==> src/rtl/mlfq_pkg.sv <==
// ----------------------------------------------------------------------------
// mlfq_pkg: shared types and defaults for the multilevel feedback queue.
// Holds the operation codes, the field widths and the parameter defaults.
// ----------------------------------------------------------------------------
package mlfq_pkg;

	localparam int NUM_LEVELS_DEF  = 5;
	localparam int QUEUE_DEPTH_DEF = 16;
	localparam int PID_COUNT_DEF   = 256;

	localparam int PID_W   = 8;
	localparam int LEVEL_W = 3;
	localparam int WAIT_W  = 7;

	typedef enum logic [1:0] {
		OP_ADD   = 2'd0,
		OP_NEXT  = 2'd1,
		OP_BOOST = 2'd2,
		OP_FLUSH = 2'd3
	} op_t;

endpackage

==> src/rtl/mlfq_ram.sv <==
// ----------------------------------------------------------------------------
// mlfq_ram: simple dual-port memory.
// One write port and one read port; the read data is registered.
// ----------------------------------------------------------------------------
module mlfq_ram #(
	parameter int WIDTH = 8,
	parameter int DEPTH = 16,
	parameter int AW    = (DEPTH > 1) ? $clog2(DEPTH) : 1
) (
	input  logic             clk,
	input  logic             we,
	input  logic [AW-1:0]    waddr,
	input  logic [WIDTH-1:0] wdata,
	input  logic [AW-1:0]    raddr,
	output logic [WIDTH-1:0] rdata
);

	logic [WIDTH-1:0] mem [DEPTH];
	logic [WIDTH-1:0] rdata_q;

	always_ff @(posedge clk) begin
		if (we) begin
			mem[waddr] <= wdata;
		end
		rdata_q <= mem[raddr];
	end

	assign rdata = rdata_q;

endmodule

==> src/rtl/multilevel_feedback_queue_top.sv <==
// ----------------------------------------------------------------------------
// multilevel_feedback_queue_top: feedback queue scheduler of process ids.
// A small sequencer drives one queue memory and one id level table.
// ----------------------------------------------------------------------------
// Usage: a command beat (operation, pid) enters on in_valid/in_stall and
// exactly one result beat leaves on out_valid/out_stall for every command.
// A beat moves at a rising edge where valid is high and stall is low.
// The block works on one command at a time and holds in_stall high meanwhile.
// Steps per command, from accept to result ready:
//   flush: empties all levels.  add of id 0: pushed straight onto level 0.
//   take next: pops the head of the first non-empty level, if any.  add of
//   another id: reduced into the level table by subtracting PID_COUNT, its
//   table level updated, then pushed.  boost: the level table is swept to
//   zero, then every id on levels one and up is moved onto level 0.
// The queue memory and level table each have one read and one write port.
// The result sits in an output register, so the next command is taken while
// a finished result waits; a stalled receiver only holds back the following
// result, and the sequencer waits in its final state until the register frees.
// After reset the level table is swept to zero with in_stall high; the queue
// memory is never cleared, since only entries within a level's count are
// ever read.
// ----------------------------------------------------------------------------
module multilevel_feedback_queue_top #(
	parameter int NUM_LEVELS  = mlfq_pkg::NUM_LEVELS_DEF,
	parameter int QUEUE_DEPTH = mlfq_pkg::QUEUE_DEPTH_DEF,
	parameter int PID_COUNT   = mlfq_pkg::PID_COUNT_DEF
) (
	input  logic                           clk,
	input  logic                           arst_n,
	input  logic                           in_valid,
	output logic                           in_stall,
	input  mlfq_pkg::op_t                  operation,
	input  logic [mlfq_pkg::PID_W-1:0]     pid,
	output logic                           out_valid,
	input  logic                           out_stall,
	output logic [mlfq_pkg::PID_W-1:0]     out_pid,
	output logic                           found,
	output logic [mlfq_pkg::LEVEL_W-1:0]   assigned_level,
	output logic                           dropped,
	output logic [mlfq_pkg::WAIT_W-1:0]    waiting_count
);

	import mlfq_pkg::*;

	localparam int LW  = $clog2(NUM_LEVELS);
	localparam int LW1 = $clog2(NUM_LEVELS + 1);
	localparam int HW  = (QUEUE_DEPTH > 1) ? $clog2(QUEUE_DEPTH) : 1;
	localparam int CW  = $clog2(QUEUE_DEPTH + 1);
	localparam int TW  = $clog2(NUM_LEVELS * QUEUE_DEPTH + 1);
	localparam int AW  = $clog2(NUM_LEVELS * QUEUE_DEPTH);
	localparam int IW  = $clog2(PID_COUNT);

	typedef enum logic [10:0] {
		ST_IDLE   = 11'b000_0000_0001,
		ST_CLEAR  = 11'b000_0000_0010,
		ST_REDUCE = 11'b000_0000_0100,
		ST_TABUPD = 11'b000_0000_1000,
		ST_PUSH   = 11'b000_0001_0000,
		ST_NEXTRD = 11'b000_0010_0000,
		ST_NEXTWR = 11'b000_0100_0000,
		ST_BCLR   = 11'b000_1000_0000,
		ST_MVRD   = 11'b001_0000_0000,
		ST_MVWR   = 11'b010_0000_0000,
		ST_FIN    = 11'b100_0000_0000
	} state_t;

	state_t            state_q;
	logic [CW-1:0]     cnt_q   [NUM_LEVELS];
	logic [HW-1:0]     head_q  [NUM_LEVELS];
	logic [TW-1:0]     total_q;
	logic [IW-1:0]     sweep_q;
	logic [PID_W-1:0]  pid_q;
	logic [PID_W-1:0]  idx_q;
	logic [LEVEL_W-1:0] level_q;
	logic [LW1-1:0]    lv_q;
	logic [PID_W-1:0]  took_q;
	logic              found_q;
	logic              drop_q;

	logic              out_valid_q;
	logic [PID_W-1:0]  out_pid_q;
	logic              out_found_q;
	logic [LEVEL_W-1:0] out_level_q;
	logic              out_drop_q;
	logic [WAIT_W-1:0] out_wait_q;

	// Highest-priority non-empty level.
	logic [LW-1:0] first_lv;
	logic          any_ready;

	always_comb begin
		first_lv  = '0;
		any_ready = 1'b0;
		for (int i = NUM_LEVELS - 1; i >= 0; i--) begin
			if (cnt_q[i] != '0) begin
				first_lv  = LW'(i);
				any_ready = 1'b1;
			end
		end
	end

	// Queue memory ports.
	logic [LW-1:0]    rd_lv;
	logic [LW-1:0]    wr_lv;
	logic [HW-1:0]    wr_slot;
	logic [AW-1:0]    q_raddr;
	logic [AW-1:0]    q_waddr;
	logic             q_we;
	logic [PID_W-1:0] q_wdata;
	logic [PID_W-1:0] q_rdata;
	logic             wr_full;
	int               tail_sum;

	always_comb begin
		rd_lv    = (state_q == ST_NEXTRD) ? first_lv : lv_q[LW-1:0];
		wr_lv    = (state_q == ST_PUSH) ? level_q[LW-1:0] : '0;
		tail_sum = int'(head_q[wr_lv]) + int'(cnt_q[wr_lv]);
		if (tail_sum >= QUEUE_DEPTH) begin
			tail_sum = tail_sum - QUEUE_DEPTH;
		end
		wr_slot  = HW'(tail_sum);
		wr_full  = (int'(cnt_q[wr_lv]) >= QUEUE_DEPTH);
		q_raddr  = AW'(int'(rd_lv) * QUEUE_DEPTH + int'(head_q[rd_lv]));
		q_waddr  = AW'(int'(wr_lv) * QUEUE_DEPTH + int'(wr_slot));
		q_we     = ((state_q == ST_PUSH) || (state_q == ST_MVWR)) && !wr_full;
		q_wdata  = (state_q == ST_PUSH) ? pid_q : q_rdata;
	end

	mlfq_ram #(
		.WIDTH (PID_W),
		.DEPTH (NUM_LEVELS * QUEUE_DEPTH),
		.AW    (AW)
	) u_queue_mem (
		.clk   (clk),
		.we    (q_we),
		.waddr (q_waddr),
		.wdata (q_wdata),
		.raddr (q_raddr),
		.rdata (q_rdata)
	);

	// Level table. A stored level of zero stands for both an unseen id and
	// one reset by a boost: both are queued at level one on their next add.
	logic          t_we;
	logic [IW-1:0] t_waddr;
	logic [LW-1:0] t_wdata;
	logic [LW-1:0] t_rdata;
	logic [LW-1:0] new_lv;

	always_comb begin
		if (t_rdata == '0) begin
			new_lv = LW'(1);
		end else if (int'(t_rdata) < NUM_LEVELS - 1) begin
			new_lv = t_rdata + LW'(1);
		end else begin
			new_lv = t_rdata;
		end
		t_we    = (state_q == ST_CLEAR) || (state_q == ST_BCLR) || (state_q == ST_TABUPD);
		t_waddr = (state_q == ST_TABUPD) ? IW'(idx_q) : sweep_q;
		t_wdata = (state_q == ST_TABUPD) ? new_lv : '0;
	end

	mlfq_ram #(
		.WIDTH (LW),
		.DEPTH (PID_COUNT),
		.AW    (IW)
	) u_level_tab (
		.clk   (clk),
		.we    (t_we),
		.waddr (t_waddr),
		.wdata (t_wdata),
		.raddr (IW'(idx_q)),
		.rdata (t_rdata)
	);

	logic out_free;
	assign out_free = !out_valid_q || !out_stall;

	// Result valid: set when the sequencer hands over a result, cleared when
	// the receiver takes the beat and nothing new replaces it.
	always_ff @(posedge clk or negedge arst_n) begin
		if (!arst_n) begin
			out_valid_q <= 1'b0;
		end else if ((state_q == ST_FIN) && out_free) begin
			out_valid_q <= 1'b1;
		end else if (!out_stall) begin
			out_valid_q <= 1'b0;
		end
	end

	// Sequencer.
	always_ff @(posedge clk or negedge arst_n) begin
		if (!arst_n) begin
			state_q     <= ST_CLEAR;
			sweep_q     <= '0;
			total_q     <= '0;
			lv_q        <= '0;
			for (int i = 0; i < NUM_LEVELS; i++) begin
				cnt_q[i]  <= '0;
				head_q[i] <= '0;
			end
		end else begin
			case (state_q)
				ST_CLEAR, ST_BCLR: begin
					if (sweep_q == IW'(PID_COUNT - 1)) begin
						sweep_q <= '0;
						lv_q    <= LW1'(1);
						state_q <= (state_q == ST_CLEAR) ? ST_IDLE : ST_MVRD;
					end else begin
						sweep_q <= sweep_q + IW'(1);
					end
				end
				ST_IDLE: begin
					if (in_valid) begin
						pid_q   <= pid;
						idx_q   <= pid;
						level_q <= '0;
						took_q  <= '0;
						found_q <= 1'b0;
						drop_q  <= 1'b0;
						case (operation)
							OP_ADD:   state_q <= (pid == '0) ? ST_PUSH : ST_REDUCE;
							OP_NEXT:  state_q <= ST_NEXTRD;
							OP_BOOST: state_q <= ST_BCLR;
							OP_FLUSH: begin
								total_q <= '0;
								for (int i = 0; i < NUM_LEVELS; i++) begin
									cnt_q[i]  <= '0;
									head_q[i] <= '0;
								end
								state_q <= ST_FIN;
							end
							default: state_q <= ST_FIN;
						endcase
					end
				end
				ST_REDUCE: begin
					// Bring the id into table range one subtraction at a time.
					if (int'(idx_q) >= PID_COUNT) begin
						idx_q <= idx_q - PID_W'(PID_COUNT);
					end else begin
						state_q <= ST_TABUPD;
					end
				end
				ST_TABUPD: begin
					level_q <= LEVEL_W'(new_lv);
					state_q <= ST_PUSH;
				end
				ST_PUSH: begin
					if (wr_full) begin
						drop_q <= 1'b1;
					end else begin
						cnt_q[wr_lv] <= cnt_q[wr_lv] + CW'(1);
						total_q      <= total_q + TW'(1);
					end
					state_q <= ST_FIN;
				end
				ST_NEXTRD: begin
					if (any_ready) begin
						head_q[rd_lv] <= (int'(head_q[rd_lv]) == QUEUE_DEPTH - 1) ?
							'0 : head_q[rd_lv] + HW'(1);
						cnt_q[rd_lv]  <= cnt_q[rd_lv] - CW'(1);
						total_q       <= total_q - TW'(1);
						state_q       <= ST_NEXTWR;
					end else begin
						state_q <= ST_FIN;
					end
				end
				ST_NEXTWR: begin
					took_q  <= q_rdata;
					found_q <= 1'b1;
					state_q <= ST_FIN;
				end
				ST_MVRD: begin
					if (int'(lv_q) >= NUM_LEVELS) begin
						state_q <= ST_FIN;
					end else if (cnt_q[rd_lv] == '0) begin
						lv_q <= lv_q + LW1'(1);
					end else begin
						head_q[rd_lv] <= (int'(head_q[rd_lv]) == QUEUE_DEPTH - 1) ?
							'0 : head_q[rd_lv] + HW'(1);
						cnt_q[rd_lv]  <= cnt_q[rd_lv] - CW'(1);
						state_q       <= ST_MVWR;
					end
				end
				ST_MVWR: begin
					// The popped id lands on the tail of level zero, or is lost.
					if (wr_full) begin
						drop_q  <= 1'b1;
						total_q <= total_q - TW'(1);
					end else begin
						cnt_q[wr_lv] <= cnt_q[wr_lv] + CW'(1);
					end
					state_q <= ST_MVRD;
				end
				ST_FIN: begin
					if (out_free) begin
						state_q <= ST_IDLE;
					end
				end
				default: state_q <= ST_IDLE;
			endcase
		end
	end

	// Result register payload.
	always_ff @(posedge clk) begin
		if ((state_q == ST_FIN) && out_free) begin
			out_pid_q   <= took_q;
			out_found_q <= found_q;
			out_level_q <= level_q;
			out_drop_q  <= drop_q;
			out_wait_q  <= WAIT_W'(total_q);
		end
	end

	assign in_stall       = (state_q != ST_IDLE);
	assign out_valid      = out_valid_q;
	assign out_pid        = out_pid_q;
	assign found          = out_found_q;
	assign assigned_level = out_level_q;
	assign dropped        = out_drop_q;
	assign waiting_count  = out_wait_q;

endmodule
==> config.mk <==
export PLATFORM = sky130hd
export DESIGN_NAME = multilevel_feedback_queue_top
export DESIGN_NICKNAME = d
export VERILOG_FILES = /design/src/rtl/mlfq_pkg.sv /design/src/rtl/mlfq_ram.sv /design/src/rtl/multilevel_feedback_queue_top.sv
export SDC_FILE = /design/constraint.sdc
export NUM_CORES = 2
export LEC_CHECK = 0
export BUFFER_PORTS_ARGS = -buffer_cell sky130_fd_sc_hd__buf_2
export CAP_MARGIN = 20
export CORE_MARGIN = 2
export CORE_UTILIZATION = 46
export DETAILED_ROUTE_END_ITERATION = 8
export PLACE_DENSITY = 0.69
export SLEW_MARGIN = 30
export SYNTH_ARGS = -nofsm -noshare
export SYNTH_HDL_FRONTEND = slang
export SYNTH_SLANG_ARGS = --single-unit
==> constraint.sdc <==
create_clock -name clk -period 37.1 [get_ports clk]
set_clock_uncertainty 0.15 [all_clocks]
set_input_delay 5.565 -clock clk [delete_from_list [all_inputs] [get_ports clk]]
set_output_delay 5.565 -clock clk [all_outputs]
set_load 0.005 [all_outputs]
After elaboration in Yosys (flattened, before gate mapping)
Memory sizes are Yosys's and may differ from the RTL's. A register that Yosys moved wholly into a read port is not among the register bits. Index checks and enable logic that the tools add are counted.

Register bits: 116. Bits in writable memories: 1408. Input port bits: 14. Output and inout port bits: 22. Logic and storage cells: 207. Memories: 2.

Memories: u_level_tab.mem (words 256, width 3, rd ports 1, clocked after Yosys merged registers in 1, write ports 1, RTL line mlfq_ram.sv:18) `logic [WIDTH-1:0] mem [DEPTH];`; u_queue_mem.mem (words 80, width 8, rd ports 1, clocked after Yosys merged registers in 1, write ports 1, RTL line mlfq_ram.sv:18).

$add $sub $neg: 12. Magnitude comparators: 8. Eq/ne operators: 31. Mux-type cells: 88. Bitwise logic cells: 2. Reduce and logical (&&, ||, !) cells: 39.

Operators with widths (count): two-way mux 25 bit (6); two-way mux 20 bit (5); case mux 25 bit (4 select lines) (1); case mux 11 bit (9 select lines) (1); two-way mux 11 bit (6); case mux 20 bit (3 select lines) (1); bitwise mux 25 bit (2); case mux 11 bit (4 select lines) (1); two-way mux 3 bit (14); two-way mux 5 bit (7); two-way mux 7 bit (5); two-way mux 8 bit (4); binary-select mux 5 bit (select 3 bit) (2); demux 5 bit (select 3 bit) (2); two-way mux 4 bit (7); case mux 7 bit (4 select lines) (1); nonzero test 5 bit (5); binary-select mux 4 bit (select 3 bit) (2); inequality test 2 bit, second input constant (11); bitwise mux 20 bit (1); case mux 8 bit (2 select lines) (1); adder 7 x 4 -> 7 bit (2); two-way mux 1 bit (13); demux 4 bit (select 3 bit) (1); other kinds (52) (79).

Longest topological paths before layout
Depth in word-level cells: 17. Gate-level depth with buffers: 20. Mapped depth without buffers: 15.

Modules after synthesis
Synthesis repeated with hierarchy kept, for this count alone.

Cells, all modules: 3631. Area, all modules: 63183.1 um2.

By module, submodules not included: mlfq_ram (u_level_tab) (times used 1, cells each 1713, area an instance 31038.5 um2, seq. area each 23122.2 um2); mlfq_ram (u_queue_mem) (times used 1, cells each 1112, area an instance 24902.6 um2, seq. area each 19378.6 um2); multilevel_feedback_queue_top (times used 1, cells each 806, area an instance 7241.9 um2, seq. area each 3109.2 um2).

Worst setup path after synthesis
Ideal clock, no wire load.

Path kind: register to register. From: reg state_q[9]. To: reg level_q[0], data pin. Setup time: 2.254 ns. Arrival time: 12.193 ns. Data required time: 34.696 ns. Slack: 22.504 ns. Cell stages (with the launch flop): 7. Buffers on the path: 1. Clock period less this slack: 14.596 ns. Path through: dfrtp_1 nor4_4 and2_1 nand3b_1 or2_2 clkbuf_1 a211oi_1.

Longest elaborated chain between the ends: 2. Elaborated cells on any way between the ends: 3. Those cells by class: eq/ne (2); mux (1).

Ends and longest elaborated chain: start: declaration (RTL line multilevel_feedback_queue_top.sv:67) `state_t state_q;`; start signal: assignment (RTL line multilevel_feedback_queue_top.sv:208) `state_q <= (state_q == ST_CLEAR) ? ST_IDLE : ST_MVRD;`; start signal: assignment (RTL line multilevel_feedback_queue_top.sv:222) `OP_ADD: state_q <= (pid == '0) ? ST_PUSH : ST_REDUCE;`; equality test 11 x 4 -> 1 bit / equality test 11 x 1 -> 1 bit (equally long branches) (RTL line multilevel_feedback_queue_top.sv:203) `case (state_q)`; case mux 3 bit (2 select lines) * (RTL line multilevel_feedback_queue_top.sv:203); end signal: assignment (RTL line multilevel_feedback_queue_top.sv:246) `level_q <= LEVEL_W'(new_lv);`; end: declaration (RTL line multilevel_feedback_queue_top.sv:74) `logic [LEVEL_W-1:0] level_q;`.

Every way passes the cells marked *; elsewhere a longest branch is shown, timed or not. A chain may end at the register's enable or synchronous reset.

Worst setup path in the final report
From: reg state_q[2]. To: out in_stall.

Longest elaborated chain between the ends: 1.

Ends and longest elaborated chain: inequality test 11 x 1 -> 1 bit (RTL line multilevel_feedback_queue_top.sv:317) `assign in_stall = (state_q != ST_IDLE);`; end: declaration (RTL line multilevel_feedback_queue_top.sv:31) `output logic in_stall,`.

No other way between the ends.

==> metrics <==
crit-path cells=nor3_2 -> nand4_1 -> nor3b_1 -> clkinv_1 -> buf_2; crit path to=in_stall; TritonCTS clock tree=done; main combinational cell family by area after synthesis=multiplexers; CP arrival=around 3.3 ns; Nets=roughly 4,100; syn_area_per_cell=roughly 16 um2; Synth Area in XOR/XNOR=0.003047; vias in the first global route=~36,000; number of CTS-inserted buffers=151; f_max=~0.11 GHz; RSZ-0062 raised after global routing=false; CTS Buffer Depth=3; clk_lat worst skew=roughly 0.8 ns; # IOs=36; Tmin final=roughly 9.0 ns; number of I/O port buffers=35; Final HPWL DP=92,330 um; drt pass-1 iters=6; asr flop ratio synth=0.04886; outcome=finished, final reports clean; initial core utilization=0.4617; yosys warns=0; final total power=~0.0048 W; register bit total from synthesis=1,535; worst-margin pin slew=1.085 ns; Distinct cells, synth=96; post-synthesis compound-gate area fraction=0.04770; Power Density=67.56 nW/um2; Reg2Reg Capture Point=u_queue_mem.rdata[4]$_DFF_P_; Synth Instances=between 4,000 and 5,000; number of flops mapped to enable cells by yosys=around 1,400; clock sink count=approximately 1,500; initial antenna violation count=4; CP max stage cell=nor3_2; fill cell count=between 10,000 and 15,000; Seq/Total Area, Yosys=0.7212; CP Max Fanout=12; setup_tns=0 ns; final non-filler cell total=5,951; Slew HR=0.2747; RD Place Congestion=around 0.94; grt total ovfl=0; largest net degree at the start of global routing=roughly 240; Leak=roughly 24 nW; area of the mapped netlist=around 63,000 um2; Max-Cap Viols=0; Vias=roughly 36,000; DR WL/cell=approximately 26 um; crit start category=flip-flop; area of the multi-input gates=between 15,000 and 20,000 um2; crit end category=primary output; FF-to-FF Start=cnt_q[16]$_DFFE_PN0P_; gr usage total=0.2195; H-tree depth=4; clock slew at reported path FFs=0.06 ns; die area=roughly 140,000 um2; die width=between 300 and 400 um; Worst EP required=around 31 ns; fin crit share=0.2432; row count=~140; HP Class=flip-flop to flip-flop; synthesized net count=a little over 4,000; critical path's largest stage delay=a little over 0.6 ns; 1st-iter DRT viols=roughly 4,700; drt drc=0; first-pass GRT wire length=approximately 230,000 um; Resized Gates After CTS=0; fin. max-slew vios=0; Register-to-Register Path Depth=13; area grow syn2layout=11.30%; hold_buf cts=0; mux contribution to synthesized area=0.1105; layout cells sized above 1=0.1612; Core Area=around 140,000 um2; most frequent cells in the layout=edfxtp_1 (1,449), nand2_1 (513), nor2_1 (433); drt total wl=about 150,000 um; DP Cell Count=between 5,000 and 6,000; Final Hold Fails=0; final setup vio count=0; Via density=6.067; Adder-Cell Fraction of Synth Area=0.003798; hold_ws=0.3266 ns; FF/Latch Area=between 40,000 and 50,000 um2; Post-CTS Setup Inserts=0; worst vdd ir=around 0.07 mV; chip height=374.8 um; Root Buffer=clkbuf_16; simple-gate share of the synthesized area=0.09573; Top FF cell, synth=edfxtp_1; most common cell after layout, fill and taps aside=edfxtp_1; Crit Path Class=flip-flop to primary output; Worst Setup SP=state_q[2]$_DFFE_PN0P_; Detail Route Antenna Nets=0; r2r setup slk=roughly 30 ns
==> state kept, by name, indices dropped and copies added (netlist names) <==
name	count
assigned_level	3
cnt_q	25
drop_q	1
dropped	1
found	1
found_q	1
head_q	20
idx_q	8
level_q	3
lv_q	3
out_pid	8
out_valid	1
state_q	11
sweep_q	8
took_q	8
total_q	7
u_level_tab.mem	768
u_level_tab.rdata	3
u_queue_mem.mem	640
u_queue_mem.rdata	8
waiting_count	7
==> synthesized netlist by cell type, types with 26 or more instances <==
| cell | number | area [um2] |
|---|---|---|
| dfrtp_1 | 74 | 1852 |
| o21ai_0 | 85 | 425.4 |
| o211ai_1 | 30 | 225.2 |
| nand4_1 | 52 | 325.3 |
| a21oi_1 | 70 | 350.3 |
| mux2i_1 | 119 | 1191 |
| edfxtp_1 | 1449 | 43510 |
| nand2_1 | 531 | 1993 |
| clkbuf_1 | 126 | 473.0 |
| mux4_2 | 255 | 5743 |
| buf_2 | 58 | 290.3 |
| buf_1 | 27 | 101.4 |
| a32oi_1 | 30 | 262.8 |
| nor3_1 | 26 | 130.1 |
| a31oi_1 | 30 | 187.7 |
| nand3_1 | 184 | 920.9 |
| nor2_1 | 436 | 1637 |
==> logic make-up after synthesis <==
group / Yosys count
buf+inv: 252
flops: 1535
mux: 379
simple gates: 1370
xor+xnor: 22
compound gates: 433
fa+ha+maj: 18
==> per-layer routing <==
layer,up-vias,global-route usage,wire length (um)
li1,15660,-,-
met1,18420,0.3005,62120
met2,1727,0.3554,74610
met3,292,0.04554,13680
met4,2,0.06703,4408
met5,-,0,19
==> per-stage QoR <==
stage	worst slack (ns)	cell area, um2	utilization
2_1_floorplan	22.50	63250	-
3_3_place_gp	28.76	65230	0.4762
3_5_place_dp	28.95	65260	0.4764
4_1_cts	28.15	70290	0.5131
5_1_grt	27.82	70390	0.5139
6_report	28.08	70390	0.5139
==> report_power, final <==
part | leakage (nW) | switching [W] | internal (W)
combinational | 5.79 | 0.000817 | 0.000305
clock | 2.47 | 0.000659 | 0.000890
sequential | 15.6 | 0.0000412 | 0.00204
total | 23.8 | 0.00152 | 0.00324
==> critical path: cells and delay by family (launching register included) <==
| kind | cells | cell delay (ns) |
|---|---|---|
| buf+inv | 2 | 0.80 |
| flops | 1 | 0.41 |
| simple gates | 3 | 1.34 |
==> worst min-delay path by stage <==
stage | endpoint | cells after the start | slack (ns) | startpoint
2_1_floorplan | dropped$_DFFE_PP_ | 0 | 0.25 | drop_q$_DFFE_PP_
3_3_place_gp | dropped$_DFFE_PP_ | 0 | 0.31 | drop_q$_DFFE_PP_
3_5_place_dp | dropped$_DFFE_PP_ | 0 | 0.29 | drop_q$_DFFE_PP_
4_1_cts | dropped$_DFFE_PP_ | 0 | 0.33 | drop_q$_DFFE_PP_
5_1_grt | dropped$_DFFE_PP_ | 0 | 0.35 | drop_q$_DFFE_PP_
6_report | dropped$_DFFE_PP_ | 0 | 0.33 | drop_q$_DFFE_PP_
==> area by class of cell <==
| class | count | area share |
|---|---|---|
| inverter | 19 | 0.001138 |
| clock inverter | 97 | 0.01454 |
| timing repair buffer | 105 | 0.01152 |
| sequential | 1535 | 0.6479 |
| multi-input combinational | 2222 | 0.2361 |
| tap | 1794 | 0.03189 |
| antenna | 1 | 0.00003555 |
| clock buffer | 178 | 0.05688 |
Power figures use the tool's default switching activity.
